**src/rtl/core/pic_pkg.sv**
```systemverilog
package pic_pkg;

  // Counter width of the tick counter and the captured values.
  localparam int COUNT_BITS = 16;

  // Field widths.
  localparam int PDIV_W = 17;
  localparam int WRAP_W = 16;
  localparam int PSC_W  = 16;
  localparam int OUT_W  = COUNT_BITS + 1;
  localparam int DUTY_W = 7;

  // Wrap compare is done at the wider of the counter and the limit.
  localparam int CMP_W = (COUNT_BITS > WRAP_W) ? COUNT_BITS : WRAP_W;

  // Duty divider: dividend is high_ticks * 100, one quotient bit per step.
  localparam int QBITS   = DUTY_W;
  localparam int QSTEP_W = $clog2(QBITS);
  localparam int DIVD_W  = OUT_W + QBITS;

  // Constants.
  localparam logic [DUTY_W-1:0] DUTY_FULL  = 7'd100;
  localparam logic [PDIV_W-1:0] PDIV_MAX   = 17'd65536;
  localparam logic [PDIV_W-1:0] PDIV_RESET = 17'd200;
  localparam logic [WRAP_W-1:0] WRAP_RESET = 16'd65535;

  // Configuration port.
  localparam int CFG_ADDR_W = 3;
  localparam int CFG_DATA_W = 32;

  typedef enum logic {
    REG_PRESCALE = 1'b0,
    REG_WRAP     = 1'b1
  } reg_idx_t;

  typedef struct packed {
    logic [PDIV_W-1:0] prescale_divide;
    logic [WRAP_W-1:0] count_wrap_limit;
  } cfg_t;

  // Commands from the controller to the datapath.
  typedef struct packed {
    logic step;      // an input beat is taken this cycle
    logic load_div;  // set up the duty division
    logic div_step;  // one quotient bit
    logic load_out;  // move the finished result into the output register
  } dp_cmd_t;

  // Status from the datapath to the controller.
  typedef struct packed {
    logic falling;   // the pin sample at the input is a falling edge
    logic div_last;  // the divider is on its last quotient bit
  } dp_sts_t;

endpackage

```
**src/rtl/core/pic_if.sv**
```systemverilog
// Input channel: one pin sample per beat.
interface pic_in_if;
  logic valid;
  logic ready;
  logic pin_level;

  modport source (output valid, output pin_level, input ready);
  modport sink   (input valid, input pin_level, output ready);
endinterface

// Result channel: one period and duty measurement per beat.
interface pic_out_if;
  logic                      valid;
  logic                      ready;
  logic [pic_pkg::OUT_W-1:0]  period_ticks;
  logic [pic_pkg::OUT_W-1:0]  high_ticks;
  logic [pic_pkg::DUTY_W-1:0] duty_percent;

  modport source (output valid, output period_ticks, output high_ticks,
                  output duty_percent, input ready);
  modport sink   (input valid, input period_ticks, input high_ticks,
                  input duty_percent, output ready);
endinterface

```
**src/rtl/core/pic_regs.sv**
```systemverilog
module pic_regs (
  input  logic                           clk,
  input  logic                           rst_n,
  input  logic                           cfg_psel,
  input  logic                           cfg_penable,
  input  logic                           cfg_pwrite,
  input  logic [pic_pkg::CFG_ADDR_W-1:0] cfg_paddr,
  input  logic [pic_pkg::CFG_DATA_W-1:0] cfg_pwdata,
  output logic [pic_pkg::CFG_DATA_W-1:0] cfg_prdata,
  output logic                           cfg_pready,
  output pic_pkg::cfg_t                  cfg
);
  import pic_pkg::*;

  logic [PDIV_W-1:0] prescale_divide_r;
  logic [WRAP_W-1:0] count_wrap_limit_r;
  logic              wr_en;
  reg_idx_t          idx;

  assign cfg_pready = 1'b1;
  assign wr_en      = cfg_psel && cfg_penable && cfg_pwrite && cfg_pready;
  assign idx        = reg_idx_t'(cfg_paddr[2]);

  // Register writes in the access phase.
  always_ff @(posedge clk) begin
    if (!rst_n) begin
      prescale_divide_r  <= PDIV_RESET;
      count_wrap_limit_r <= WRAP_RESET;
    end else if (wr_en) begin
      unique case (idx)
        REG_PRESCALE: prescale_divide_r  <= cfg_pwdata[PDIV_W-1:0];
        REG_WRAP:     count_wrap_limit_r <= cfg_pwdata[WRAP_W-1:0];
        default:      ;
      endcase
    end
  end

  // Read back.
  always_comb begin
    unique case (idx)
      REG_PRESCALE: cfg_prdata = CFG_DATA_W'(prescale_divide_r);
      REG_WRAP:     cfg_prdata = CFG_DATA_W'(count_wrap_limit_r);
      default:      cfg_prdata = '0;
    endcase
  end

  assign cfg.prescale_divide  = prescale_divide_r;
  assign cfg.count_wrap_limit = count_wrap_limit_r;

endmodule

```
**src/rtl/core/pic_dp.sv**
```systemverilog
module pic_dp (
  input  logic                        clk,
  input  logic                        rst_n,
  input  pic_pkg::cfg_t               cfg,
  input  pic_pkg::dp_cmd_t            cmd,
  output pic_pkg::dp_sts_t            sts,
  input  logic                        pin_level,
  output logic [pic_pkg::OUT_W-1:0]   period_ticks,
  output logic [pic_pkg::OUT_W-1:0]   high_ticks,
  output logic [pic_pkg::DUTY_W-1:0]  duty_percent
);
  import pic_pkg::*;

  // Measurement state.
  logic [PSC_W-1:0]      psc_r, psc_nxt;
  logic [COUNT_BITS-1:0] tick_r, tick_nxt;
  logic                  prev_r;
  logic [COUNT_BITS-1:0] cap_per_r;
  logic [COUNT_BITS-1:0] cap_high_r;

  // Divider state.
  logic [OUT_W-1:0]   per_r;
  logic [OUT_W-1:0]   hi_r;
  logic [DIVD_W-1:0]  rem_r;
  logic [QBITS-1:0]   quo_r;
  logic [QSTEP_W-1:0] qstep_r;
  logic               sat_r;

  // Output register.
  logic [OUT_W-1:0]  out_per_r;
  logic [OUT_W-1:0]  out_hi_r;
  logic [DUTY_W-1:0] out_duty_r;

  logic [PDIV_W-1:0] eff_div;
  logic [PSC_W:0]    psc_plus;
  logic              tick_done;
  logic              wrap_hit;
  logic              rising;
  logic              falling;
  logic [OUT_W-1:0]  per_calc;
  logic [OUT_W-1:0]  hi_calc;
  logic [DIVD_W-1:0] dsor_shift;

  // Edge detect on the incoming sample.
  assign rising  = pin_level && !prev_r;
  assign falling = !pin_level && prev_r;

  // Prescaler and tick counter advance.
  always_comb begin
    if (cfg.prescale_divide == '0) begin
      eff_div = PDIV_W'(1);
    end else if (cfg.prescale_divide > PDIV_MAX) begin
      eff_div = PDIV_MAX;
    end else begin
      eff_div = cfg.prescale_divide;
    end
    psc_plus  = {1'b0, psc_r} + (PSC_W+1)'(1);
    tick_done = (PDIV_W'(psc_plus) >= eff_div);
    wrap_hit  = (CMP_W'(tick_r) == CMP_W'(cfg.count_wrap_limit));
    if (tick_done) begin
      psc_nxt  = '0;
      tick_nxt = wrap_hit ? '0 : tick_r + COUNT_BITS'(1);
    end else begin
      psc_nxt  = psc_plus[PSC_W-1:0];
      tick_nxt = tick_r;
    end
  end

  // Counters and captures, one update per input beat.
  always_ff @(posedge clk) begin
    if (!rst_n) begin
      psc_r      <= '0;
      tick_r     <= '0;
      prev_r     <= 1'b0;
      cap_per_r  <= '0;
      cap_high_r <= '0;
    end else if (cmd.step) begin
      prev_r <= pin_level;
      if (rising) begin
        cap_per_r <= tick_r;
        tick_r    <= '0;
        psc_r     <= '0;
      end else begin
        if (falling) begin
          cap_high_r <= tick_r;
        end
        psc_r  <= psc_nxt;
        tick_r <= tick_nxt;
      end
    end
  end

  // Restoring divider for the duty quotient, one bit per cycle.
  assign per_calc   = OUT_W'(cap_per_r) + OUT_W'(1);
  assign hi_calc    = OUT_W'(cap_high_r) + OUT_W'(1);
  assign dsor_shift = DIVD_W'(per_r) << qstep_r;

  always_ff @(posedge clk) begin
    if (cmd.load_div) begin
      per_r   <= per_calc;
      hi_r    <= hi_calc;
      sat_r   <= (hi_calc >= per_calc);
      rem_r   <= DIVD_W'(hi_calc) * DIVD_W'(DUTY_FULL);
      quo_r   <= '0;
      qstep_r <= QSTEP_W'(QBITS - 1);
    end else if (cmd.div_step) begin
      if (rem_r >= dsor_shift) begin
        rem_r          <= rem_r - dsor_shift;
        quo_r[qstep_r] <= 1'b1;
      end
      qstep_r <= qstep_r - QSTEP_W'(1);
    end
  end

  // Result register toward the output channel.
  always_ff @(posedge clk) begin
    if (cmd.load_out) begin
      out_per_r  <= per_r;
      out_hi_r   <= hi_r;
      out_duty_r <= sat_r ? DUTY_FULL : DUTY_W'(quo_r);
    end
  end

  assign sts.falling  = falling;
  assign sts.div_last = (qstep_r == '0);

  assign period_ticks = out_per_r;
  assign high_ticks   = out_hi_r;
  assign duty_percent = out_duty_r;

endmodule

```
**src/rtl/core/pic_ctrl.sv**
```systemverilog
module pic_ctrl (
  input  logic              clk,
  input  logic              rst_n,
  input  logic              in_valid,
  output logic              in_ready,
  output logic              out_valid,
  input  logic              out_ready,
  input  pic_pkg::dp_sts_t  sts,
  output pic_pkg::dp_cmd_t  cmd
);
  import pic_pkg::*;

  typedef enum logic [1:0] {
    ST_IDLE,
    ST_LOAD,
    ST_DIV,
    ST_HOLD
  } state_t;

  state_t state_r;
  logic   out_valid_r;
  logic   slot_free;

  // The output register is free when empty or being drained this cycle.
  assign slot_free = !out_valid_r || out_ready;

  assign in_ready     = (state_r == ST_IDLE);
  assign cmd.step     = in_valid && in_ready;
  assign cmd.load_div = (state_r == ST_LOAD);
  assign cmd.div_step = (state_r == ST_DIV);
  assign cmd.load_out = (state_r == ST_HOLD) && slot_free;
  assign out_valid    = out_valid_r;

  // Sequencer and output valid flag.
  always_ff @(posedge clk) begin
    if (!rst_n) begin
      state_r     <= ST_IDLE;
      out_valid_r <= 1'b0;
    end else begin
      if (cmd.load_out) begin
        out_valid_r <= 1'b1;
      end else if (out_ready) begin
        out_valid_r <= 1'b0;
      end
      unique case (state_r)
        ST_IDLE: begin
          if (cmd.step && sts.falling) begin
            state_r <= ST_LOAD;
          end
        end
        ST_LOAD: begin
          state_r <= ST_DIV;
        end
        ST_DIV: begin
          if (sts.div_last) begin
            state_r <= ST_HOLD;
          end
        end
        ST_HOLD: begin
          if (slot_free) begin
            state_r <= ST_IDLE;
          end
        end
        default: state_r <= ST_IDLE;
      endcase
    end
  end

  // A falling-edge beat always starts the division.
  a_fall_starts_div: assert property (@(posedge clk) disable iff (!rst_n)
    cmd.step && sts.falling |=> state_r == ST_LOAD)
    else $error("falling edge beat did not start the divider");

  // No input is taken while a measurement is being finished.
  a_no_accept_busy: assert property (@(posedge clk) disable iff (!rst_n)
    state_r != ST_IDLE |-> !in_ready)
    else $error("input ready while the divider is busy");

  // A result is never written over one that still waits.
  a_no_overwrite: assert property (@(posedge clk) disable iff (!rst_n)
    cmd.load_out |-> !(out_valid_r && !out_ready))
    else $error("result register overwritten before it was taken");

  // Loading a result makes it visible in the next cycle.
  a_load_shows: assert property (@(posedge clk) disable iff (!rst_n)
    cmd.load_out |=> out_valid_r && state_r == ST_IDLE)
    else $error("loaded result not presented");

endmodule

```
**src/rtl/core/pwm_input_period_duty_capture.sv**
```systemverilog
// PWM input capture: one pin sample per input beat, one result per falling edge.
// A sample that is not a falling edge leaves the sequencer idle; the next beat follows at once.
// A falling edge passes through a setup state, the divider state and an output load
// before its result appears, and holds the input off until then, longer while an
// earlier result still waits at the output. Synchronous active-low reset clears
// counters and captures and returns the registers to 200 and 65535.
module pwm_input_period_duty_capture (
  input  logic                           clk,
  input  logic                           rst_n,
  pic_in_if.sink                         in_ch,
  pic_out_if.source                      out_ch,
  input  logic                           cfg_psel,
  input  logic                           cfg_penable,
  input  logic                           cfg_pwrite,
  input  logic [pic_pkg::CFG_ADDR_W-1:0] cfg_paddr,
  input  logic [pic_pkg::CFG_DATA_W-1:0] cfg_pwdata,
  output logic [pic_pkg::CFG_DATA_W-1:0] cfg_prdata,
  output logic                           cfg_pready
);
  import pic_pkg::*;

  cfg_t    cfg;
  dp_cmd_t cmd;
  dp_sts_t sts;

  // Configuration registers.
  pic_regs u_regs (
    .clk         (clk),
    .rst_n       (rst_n),
    .cfg_psel    (cfg_psel),
    .cfg_penable (cfg_penable),
    .cfg_pwrite  (cfg_pwrite),
    .cfg_paddr   (cfg_paddr),
    .cfg_pwdata  (cfg_pwdata),
    .cfg_prdata  (cfg_prdata),
    .cfg_pready  (cfg_pready),
    .cfg         (cfg)
  );

  // Sequencer.
  pic_ctrl u_ctrl (
    .clk       (clk),
    .rst_n     (rst_n),
    .in_valid  (in_ch.valid),
    .in_ready  (in_ch.ready),
    .out_valid (out_ch.valid),
    .out_ready (out_ch.ready),
    .sts       (sts),
    .cmd       (cmd)
  );

  // Counters, captures and duty divider.
  pic_dp u_dp (
    .clk          (clk),
    .rst_n        (rst_n),
    .cfg          (cfg),
    .cmd          (cmd),
    .sts          (sts),
    .pin_level    (in_ch.pin_level),
    .period_ticks (out_ch.period_ticks),
    .high_ticks   (out_ch.high_ticks),
    .duty_percent (out_ch.duty_percent)
  );

endmodule
```
**src/flat_wrapper.sv**
```systemverilog
// flat-port wrapper written by rule: the top's interface ports become plain ports
module pwm_input_period_duty_capture_flat import pic_pkg::*;
  (clk, rst_n, cfg_psel, cfg_penable, cfg_pwrite, cfg_paddr, cfg_pwdata, cfg_prdata, cfg_pready, in_ch_valid, in_ch_pin_level, in_ch_ready, out_ch_valid, out_ch_period_ticks, out_ch_high_ticks, out_ch_duty_percent, out_ch_ready);
  pic_in_if in_ch_i ();
  pic_out_if out_ch_i ();
  input  logic clk;
  input  logic rst_n;
  input  logic cfg_psel;
  input  logic cfg_penable;
  input  logic cfg_pwrite;
  input  logic [pic_pkg::CFG_ADDR_W-1:0] cfg_paddr;
  input  logic [pic_pkg::CFG_DATA_W-1:0] cfg_pwdata;
  output logic [pic_pkg::CFG_DATA_W-1:0] cfg_prdata;
  output logic cfg_pready;
  input wire logic [$bits(in_ch_i.valid)-1:0] in_ch_valid;
  input wire logic [$bits(in_ch_i.pin_level)-1:0] in_ch_pin_level;
  output wire logic [$bits(in_ch_i.ready)-1:0] in_ch_ready;
  output wire logic [$bits(out_ch_i.valid)-1:0] out_ch_valid;
  output wire logic [$bits(out_ch_i.period_ticks)-1:0] out_ch_period_ticks;
  output wire logic [$bits(out_ch_i.high_ticks)-1:0] out_ch_high_ticks;
  output wire logic [$bits(out_ch_i.duty_percent)-1:0] out_ch_duty_percent;
  input wire logic [$bits(out_ch_i.ready)-1:0] out_ch_ready;
  assign in_ch_i.valid = in_ch_valid;
  assign in_ch_i.pin_level = in_ch_pin_level;
  assign in_ch_ready = in_ch_i.ready;
  assign out_ch_valid = out_ch_i.valid;
  assign out_ch_period_ticks = out_ch_i.period_ticks;
  assign out_ch_high_ticks = out_ch_i.high_ticks;
  assign out_ch_duty_percent = out_ch_i.duty_percent;
  assign out_ch_i.ready = out_ch_ready;
  pwm_input_period_duty_capture u_core (.clk(clk), .rst_n(rst_n), .in_ch(in_ch_i), .out_ch(out_ch_i), .cfg_psel(cfg_psel), .cfg_penable(cfg_penable), .cfg_pwrite(cfg_pwrite), .cfg_paddr(cfg_paddr), .cfg_pwdata(cfg_pwdata), .cfg_prdata(cfg_prdata), .cfg_pready(cfg_pready));
endmodule
```
**config.mk**
```make
export PLATFORM = sky130hd
export DESIGN_NAME = pwm_input_period_duty_capture_flat
export DESIGN_NICKNAME = d
export VERILOG_FILES = /design/src/rtl/core/pic_pkg.sv /design/src/rtl/core/pic_if.sv /design/src/rtl/core/pic_regs.sv /design/src/rtl/core/pic_dp.sv /design/src/rtl/core/pic_ctrl.sv /design/src/rtl/core/pwm_input_period_duty_capture.sv /design/src/flat_wrapper.sv
export SDC_FILE = /design/constraint.sdc
export NUM_CORES = 1
export LEC_CHECK = 0
export BUFFER_PORTS_ARGS = -buffer_cell sky130_fd_sc_hd__buf_2
export CORE_ASPECT_RATIO = 0.9
export CORE_MARGIN = 2
export CORE_UTILIZATION = 45
export CTS_BUF_LIST = sky130_fd_sc_hd__clkbuf_16
export CTS_CLUSTER_DIAMETER = 80
export DETAILED_ROUTE_END_ITERATION = 7
export PLACE_DENSITY = 0.7
export SLEW_MARGIN = 20
export SYNTH_ARGS = -nofsm -noshare
export SYNTH_HDL_FRONTEND = slang
export SYNTH_HIERARCHICAL = 1
export SYNTH_SLANG_ARGS = --single-unit
```
**constraint.sdc**
```tcl
create_clock -name clk -period 6.1 [get_ports clk]
set_input_delay 0.61 -clock clk [delete_from_list [all_inputs] [get_ports clk]]
set_output_delay 0.61 -clock clk [all_outputs]
set_load 0.005 [all_outputs]
```
==> metrics.md, run 1 <==
| Metric | Value |
|---|---|
| Dpl ws | ~970 ps |
| CP max stage cell | dfxtp_1 |
| Crit path DAT | roughly 5400 ps |
| Clock root buffer | clkbuf_16 |
| Pre-antenna DRT Iters | 5 |
| Final period utilization | 83.96% |
| Resized Gates After CTS | 0 |
| Gr usage total | 20.19% |
| Iter 0 DRT Violations | about 730 |
| #FFs+latches synth | 211 |
| Post-synth top cells | nand2_1 (191), ha_1 (121), dfxtp_1 (113) |
| Mean Syn Cell Area | approximately 9.5 um^2 |
| Cell variety after synth | 78 |
| Die height | 171.7 um |
| Routability cong. | 0.8622 |
| Layout Skew | 13.71 ps |
| DRC Markers | 0 |
| Largest net degree at the start of global routing | about 110 |
| Area of the core | 30830 um^2 |
| Slew Limit Fails | 0 |
| RSZ-0062 raised after global routing | false |
| NumNets Final | 1700 |
| Port Buffers | 85 |
| Share of cells above drive strength 1 | 12.00% |
| DR vias | 10800 |
| Die area | 32680 um^2 |
| Synth top area cells | edfxtp_1 (21%), dfxtp_1 (16%), ha_1 (11%) |
| Cts bufs inserted | 24 |
| Vias in the first global route | about 10000 |
| DPL Wire Length | 24.10 mm |
| Ys async rst share | 0% |
| Normalized max-slew margin | between 20% and 30% |
| Tmin final | between 5000 and 6000 ps |
| Vias/cell | 5.530 |
| Post-CTS Hold Buffers | 0 |
| CP Class | register to register |
| Pwr Density | ~340 nW/um^2 |
| Area leader, netlist | edfxtp_1 |
| ANT nets after route | 0 |
| Top-count cell post-synth | nand2_1 |
| MaxCap Viol Count | 0 |
| Die Width | 190.3 um |
| GRT overflow | 0 |
| Starting Density | 45.60% |
| Req. time, crit path | 6380 ps |
| DR WL/cell | 16.84 um |
| Sum Neg Setup Slack | 0 ps |
| CTS Sinks | 211 |
| Outcome | completed |
| Startpoint types | register |
| Endpoints failing setup | 0 |
| Top cell by count, worst path | ha_1 |
| Crit path max fanout | 11 |
| Main flop type after synthesis | dfxtp_1 |
| Syn Std Cell Area | ~14000 um^2 |
| Synthesis Warnings | 6 |
| FMAX | approximately 0.20 GHz |
| Syn Inst Count | 1476 |
| Share of the synthesized area in the top cell type | 20.93% |
| Peak VDD IR | around 0.25 mV |
| Skew-Pair Late Insertion Delay | between 500 and 600 ps |
| Layout area overhead | 10.04% |
| Clock tree from TritonCTS | done |
| Smallest setup slack after layout | 978.5 ps |
| Crit-path cells | ha_1 > nand3_1 > xnor2_1 > ha_1 > ha_1 > inv_1 > fa_1 > inv_1 > ha_1 > or3_1 > o21ai_1 > o31a_2 > o21bai_1 > a311o_1 > a221oi_2 > xnor2_1 > a22o_1 |
| Hold Crit Class | input port to register |
| DRT Wirelength | 32.88 mm |
| Io pins | about 120 |
| First-pass GRT wire length | 53.31 mm |
| Final hold viol count | 0 |
| Sequential area share after synthesis | 37.02% |
| Clk pin slew, worst setup/hold paths | about 60 ps |
| Leak | 6.431 nW |
| Bufs on Longest Clock Path | 3 |
| Post-CTS Setup Inserts | 0 |
| Crit. End Element | register |
| EDFF count, synth | 98 |
| Max incr delay on CP | 570 ps |
| Final core utilization | around 50% |
| Initial antenna violation count | 2 |
| FP Rows | 61 |
| H-tree depth | 1 |
| Slew @ Worst Pin | 1094 ps |
## layout by cell type (no fill, tap or decap), types with 7 or more instances in the layout
cell type,netlist,final
nand3b_1,15,15
a211oi_1,9,8
dfxtp_1,113,113
a21oi_1,63,63
o31ai_1,9,9
o311ai_0,7,7
nor2_1,43,43
nor3_1,7,7
and2_1,12,12
clkbuf_16,0,26
conb_1,2,16
buf_4,17,11
xnor2_1,52,52
a21boi_0,38,38
nand4_1,23,23
mux4_2,12,12
o21a_1,7,7
mux2_2,17,17
nor4_1,7,7
nand2_1,191,191
nor2b_1,58,57
ha_1,121,120
and4_1,8,8
fa_1,12,12
edfxtp_1,98,98
o22ai_1,15,15
and4b_1,9,9
xor2_1,46,46
buf_2,6,84
o21bai_1,8,8
and3_1,27,27
inv_1,92,96
mux2i_1,55,55
a31oi_1,10,10
nand2b_1,9,9
o21ai_0,38,38
a21o_1,30,30
nand3_1,57,57
## metal layers
| metal | vias up | part of all wire, % | global-route usage, % |
|---|---|---|---|
| li1 | 5332 | - | - |
| met1 | 5142 | 44 | 25.39 |
| met2 | 263 | 49 | 35.43 |
| met3 | 64 | 4.7 | 2.714 |
| met4 | 0 | 3.2 | 7.347 |
| met5 | - | 0 | 0 |
## logic make-up after synthesis
group,synth area share [%]
multiplexers,7.199
flip-flops,37.02
AO/OA/AOI/OAI,13.64
XOR/XNOR,6.105
buffers and inverters,5.829
other,0.05341
AND/OR/NAND/NOR,17.60
adder cells (fa/ha/maj),12.55
## through the flow
step	hold WS, ps	instances	total power, mW	cell area (um^2)
after floorplan	400.3	1490	3.342	14110
after global placement	405.8	1906	3.794	14680
after detailed placement	404.5	1906	3.815	14680
after CTS	325.2	1950	5.237	15450
after global routing	338.2	1951	5.524	15470
final	341.1	1953	5.226	15470
## final cells by class
cell class | count | area [um^2]
clock inverters | 18 | 112.6
multi-input cells | 1097 | 8110
fillers | 2852 | 15360
flip-flops and latches | 211 | 5205
inverters | 94 | 352.8
diodes | 2 | 5.005
repair buffers | 96 | 523.0
well taps | 409 | 511.7
clock buffers | 26 | 650.6
## where the power goes
group | internal [mW] | total, mW | leakage [nW] | switching (mW)
Combinational | 0.805 | 2.03 | 4.23 | 1.22
Sequential | 1.66 | 1.80 | 1.82 | 0.140
Clock | 0.808 | 1.40 | 0.386 | 0.589
## final timing paths
path         slack (ps)                                               to                                    from  depth (start not counted)
max                 980                  u_core/u_dp/rem_r[22]$_DFFE_PP_  u_core/u_dp/cap_high_r[0]$_SDFFE_PN0P_                         17
max reg2reg         980                  u_core/u_dp/rem_r[22]$_DFFE_PP_  u_core/u_dp/cap_high_r[0]$_SDFFE_PN0P_                         17
min reg2reg         420             u_core/u_dp/high_ticks[12]$_DFFE_PP_          u_core/u_dp/hi_r[12]$_DFFE_PP_                          0
min                 340  u_core/u_regs/prescale_divide_r[4]$_SDFFE_PN0P_                           cfg_pwdata[4]                          3
## registers in the layout (all words and copies together) (netlist names)
name / cells
u_core/u_dp/qstep_r: 3
u_core/u_dp/prev_r: 1
u_core/u_regs/prescale_divide_r: 17
u_core/u_dp/cap_high_r: 16
u_core/u_dp/per_r: 17
u_core/u_dp/psc_r: 16
u_core/u_dp/quo_r: 7
u_core/u_dp/tick_r: 16
u_core/u_ctrl/state_r: 2
u_core/u_dp/high_ticks: 17
u_core/u_dp/rem_r: 24
u_core/u_dp/duty_percent: 7
u_core/u_regs/count_wrap_limit_r: 16
u_core/u_dp/hi_r: 17
u_core/u_dp/sat_r: 1
u_core/u_dp/period_ticks: 17
u_core/u_dp/cap_per_r: 16
u_core/u_ctrl/out_valid: 1
## critical path, delay by kind of cell (launching register included)
family / cells / cell delay [ps]
compound gates: 6 / 1320
xor+xnor: 2 / 600
fa+ha+maj: 5 / 1750
buf+inv: 2 / 90
flops: 1 / 570
simple gates: 2 / 550
Note: power is estimated with default switching activity, not from simulation.
==> run 2, diff against run 1 <==
==> constraint.sdc (replaced) <==
create_clock -name clk -period 5 [get_ports clk]
set_input_delay 0.5 -clock clk [delete_from_list [all_inputs] [get_ports clk]]
set_output_delay 0.5 -clock clk [all_outputs]
set_load 0.005 [all_outputs]
==> metrics.md, run 2 (same netlist as run 1, synthesis figures left out) <==
| Metric | Value |
|---|---|
| Outcome | completed |
| Buf/Inv on CP | 4 |
| Routability cong. | approximately 0.94 |
| Die height | 171.7 um |
| Gr usage total | between 10% and 20% |
| Peak VDD IR | 0.2632 mV |
| Largest net degree at the start of global routing | ~130 |
| CP Class | register to register |
| Clk pin slew, worst setup/hold paths | 60 ps |
| Starting Density | a little under half |
| Iter 0 DRT Violations | 654 |
| Io pins | 119 |
| FF-to-FF End | u_core/u_dp/rem_r[22]$_DFFE_PP_ |
| Crit-path cells | ha_1 > nand3_1 > buf_4 > nor2_1 > xnor2_1 > inv_1 > ha_1 > ha_1 > inv_1 > fa_1 > inv_1 > ha_1 > a21oi_1 > o31a_2 > o21bai_1 > a311o_1 > a221oi_2 > xnor2_1 > a22o_1 |
| Register area | around 5200 um^2 |
| Tmin final | 4727 ps |
| Most common cell after layout, fill and taps aside | nand2_1 |
| Port Buffers | 85 |
| Layout Skew | 12.02 ps |
| Slew Limit Fails | 0 |
| DRC Markers | 0 |
| Post-CTS Hold Buffers | 0 |
| Cts bufs inserted | 24 |
| Area of the core | 30830 um^2 |
| Die Width | 190.3 um |
| H-tree depth | 1 |
| Final hold slack | approximately 230 ps |
| Normalized max-slew margin | between 20 and 30% |
| ANT nets after route | 0 |
| Crit. End Element | register |
| Startpoint types | register |
| CP max stage cell | fa_1 |
| Vias in the first global route | 10260 |
| Max incr delay on CP | roughly 500 ps |
| Area of the multi-input gates | 8125 um^2 |
| FMAX | between 0.2 and 0.25 GHz |
| Top delay family on crit path | adder cells |
| Initial antenna violation count | 2 |
| Post-CTS Setup Inserts | 0 |
| Hold Startpoint | cfg_pwdata[15] |
| Final period utilization | between 90% and 100% |
| Share of cells above drive strength 1 | 12.82% |
| MaxCap Viol Count | 0 |
| FF-to-FF setup slack | 270 ps |
| Final hold viol count | 0 |
| Hold path cells | 3 |
| RSZ-0062 raised after global routing | false |
| DRT Wirelength | 31.89 mm |
| DR vias | 10730 |
| Biggest register | u_core/u_dp/rem_r |
| FP Rows | 61 |
| Crit path max fanout | 6 |
| Pwr Density | 406.1 nW/um^2 |
| WHS Endpoint | u_core/u_regs/prescale_divide_r[15]$_SDFFE_PN0P_ |
| Leak | 6.480 nW |
| Resized Gates After CTS | 0 |
| Sum Neg Setup Slack | 0 ps |
| DPL Wire Length | 23.63 mm |
| R2R Path Start | u_core/u_dp/cap_high_r[1]$_SDFFE_PN0P_ |
| Top cell by count, worst path | ha_1 |
| GRT overflow | 0 |
| Clock root buffer | clkbuf_16 |
| Layout area overhead | 10.57% |
| Leading cell types in the layout, fill and taps excluded | nand2_1 (191), ha_1 (120), dfxtp_1 (112) |
| Endpoints failing setup | 0 |
| Bufs on Longest Clock Path | 3 |
| DR WL/cell | 16.25 um |
| CTS Sinks | 211 |
| Slew @ Worst Pin | 1083 ps |
| Req. time, crit path | between 5000 and 6000 ps |
| Pre-antenna DRT Iters | 7 |
| Crit path DAT | 5000 ps |
| Layout fillers | ~2800 |
| Largest register FFs | 24 |
| Vias/cell | 5.470 |
| Clock tree from TritonCTS | done |
| Die area | 32680 um^2 |
| Worst R2R Path Depth | 19 |
| First-pass GRT wire length | 51.79 mm |
| NumNets Final | about 1700 |
| Hold Crit Class | input port to register |
| Skew-Pair Late Insertion Delay | 520 ps |
==> run 2: worst max-delay path by stage <==
stage                     slack, ps  depth (start not counted)                              startpoint                              end
after detailed placement        220                         17  u_core/u_dp/cap_high_r[1]$_SDFFE_PN0P_  u_core/u_dp/rem_r[22]$_DFFE_PP_
after floorplan                 450                         20  u_core/u_dp/cap_high_r[2]$_SDFFE_PN0P_  u_core/u_dp/rem_r[22]$_DFFE_PP_
after global placement          310                         17  u_core/u_dp/cap_high_r[1]$_SDFFE_PN0P_  u_core/u_dp/rem_r[22]$_DFFE_PP_
final                           270                         19  u_core/u_dp/cap_high_r[1]$_SDFFE_PN0P_  u_core/u_dp/rem_r[22]$_DFFE_PP_
after global routing             10                         19  u_core/u_dp/cap_high_r[1]$_SDFFE_PN0P_  u_core/u_dp/rem_r[22]$_DFFE_PP_
after CTS                       140                         18  u_core/u_dp/cap_high_r[3]$_SDFFE_PN0P_  u_core/u_dp/rem_r[22]$_DFFE_PP_
==> run 2: stage by stage <==
step	cells	total power, mW	utilization (%)	worst slack, ps	instance area (um^2)
after floorplan	1490	4.078	-	445.8	14110
after global placement	1916	4.608	47.86	311.5	14760
after detailed placement	1916	4.632	47.86	218.9	14760
after CTS	1960	6.317	50.28	141.0	15500
after global routing	1961	6.685	50.41	14.10	15540
final	1962	6.313	50.42	272.6	15550
==> run 2: tightest hold or removal path: stages <==
cell     delay (ps)
buf_2           100
nand2_1          50
mux2i_1          50
==> run 2: area by class of cell <==
class	instances	area share [%]
Timing Repair Buffer	106	3.871
Antenna cell	1	0.01610
Sequential cell	211	33.49
Multi-Input combinational cell	1097	52.27
Clock buffer	26	4.185
Inverter	94	2.270
Tap cell	409	3.292
Clock inverter	18	0.6117
==> run 2: metal layers <==
| metal | vias to the layer above | track usage [%] | share of wire (%) |
|---|---|---|---|
| li1 | 5341 | - | - |
| met1 | 5098 | 24.94 | 45 |
| met2 | 243 | 34.47 | 49 |
| met3 | 49 | 2.530 | 4.0 |
| met4 | 2 | 5.426 | 2.6 |
| met5 | - | 0 | 0.041 |
==> run 2: report_power, final <==
group / internal [mW] / total, mW / switching, mW
clock: 0.938 / 1.66 / 0.723
sequential: 2.03 / 2.17 / 0.145
combinational: 0.986 / 2.48 / 1.49
total: 3.95 / 6.31 / 2.36
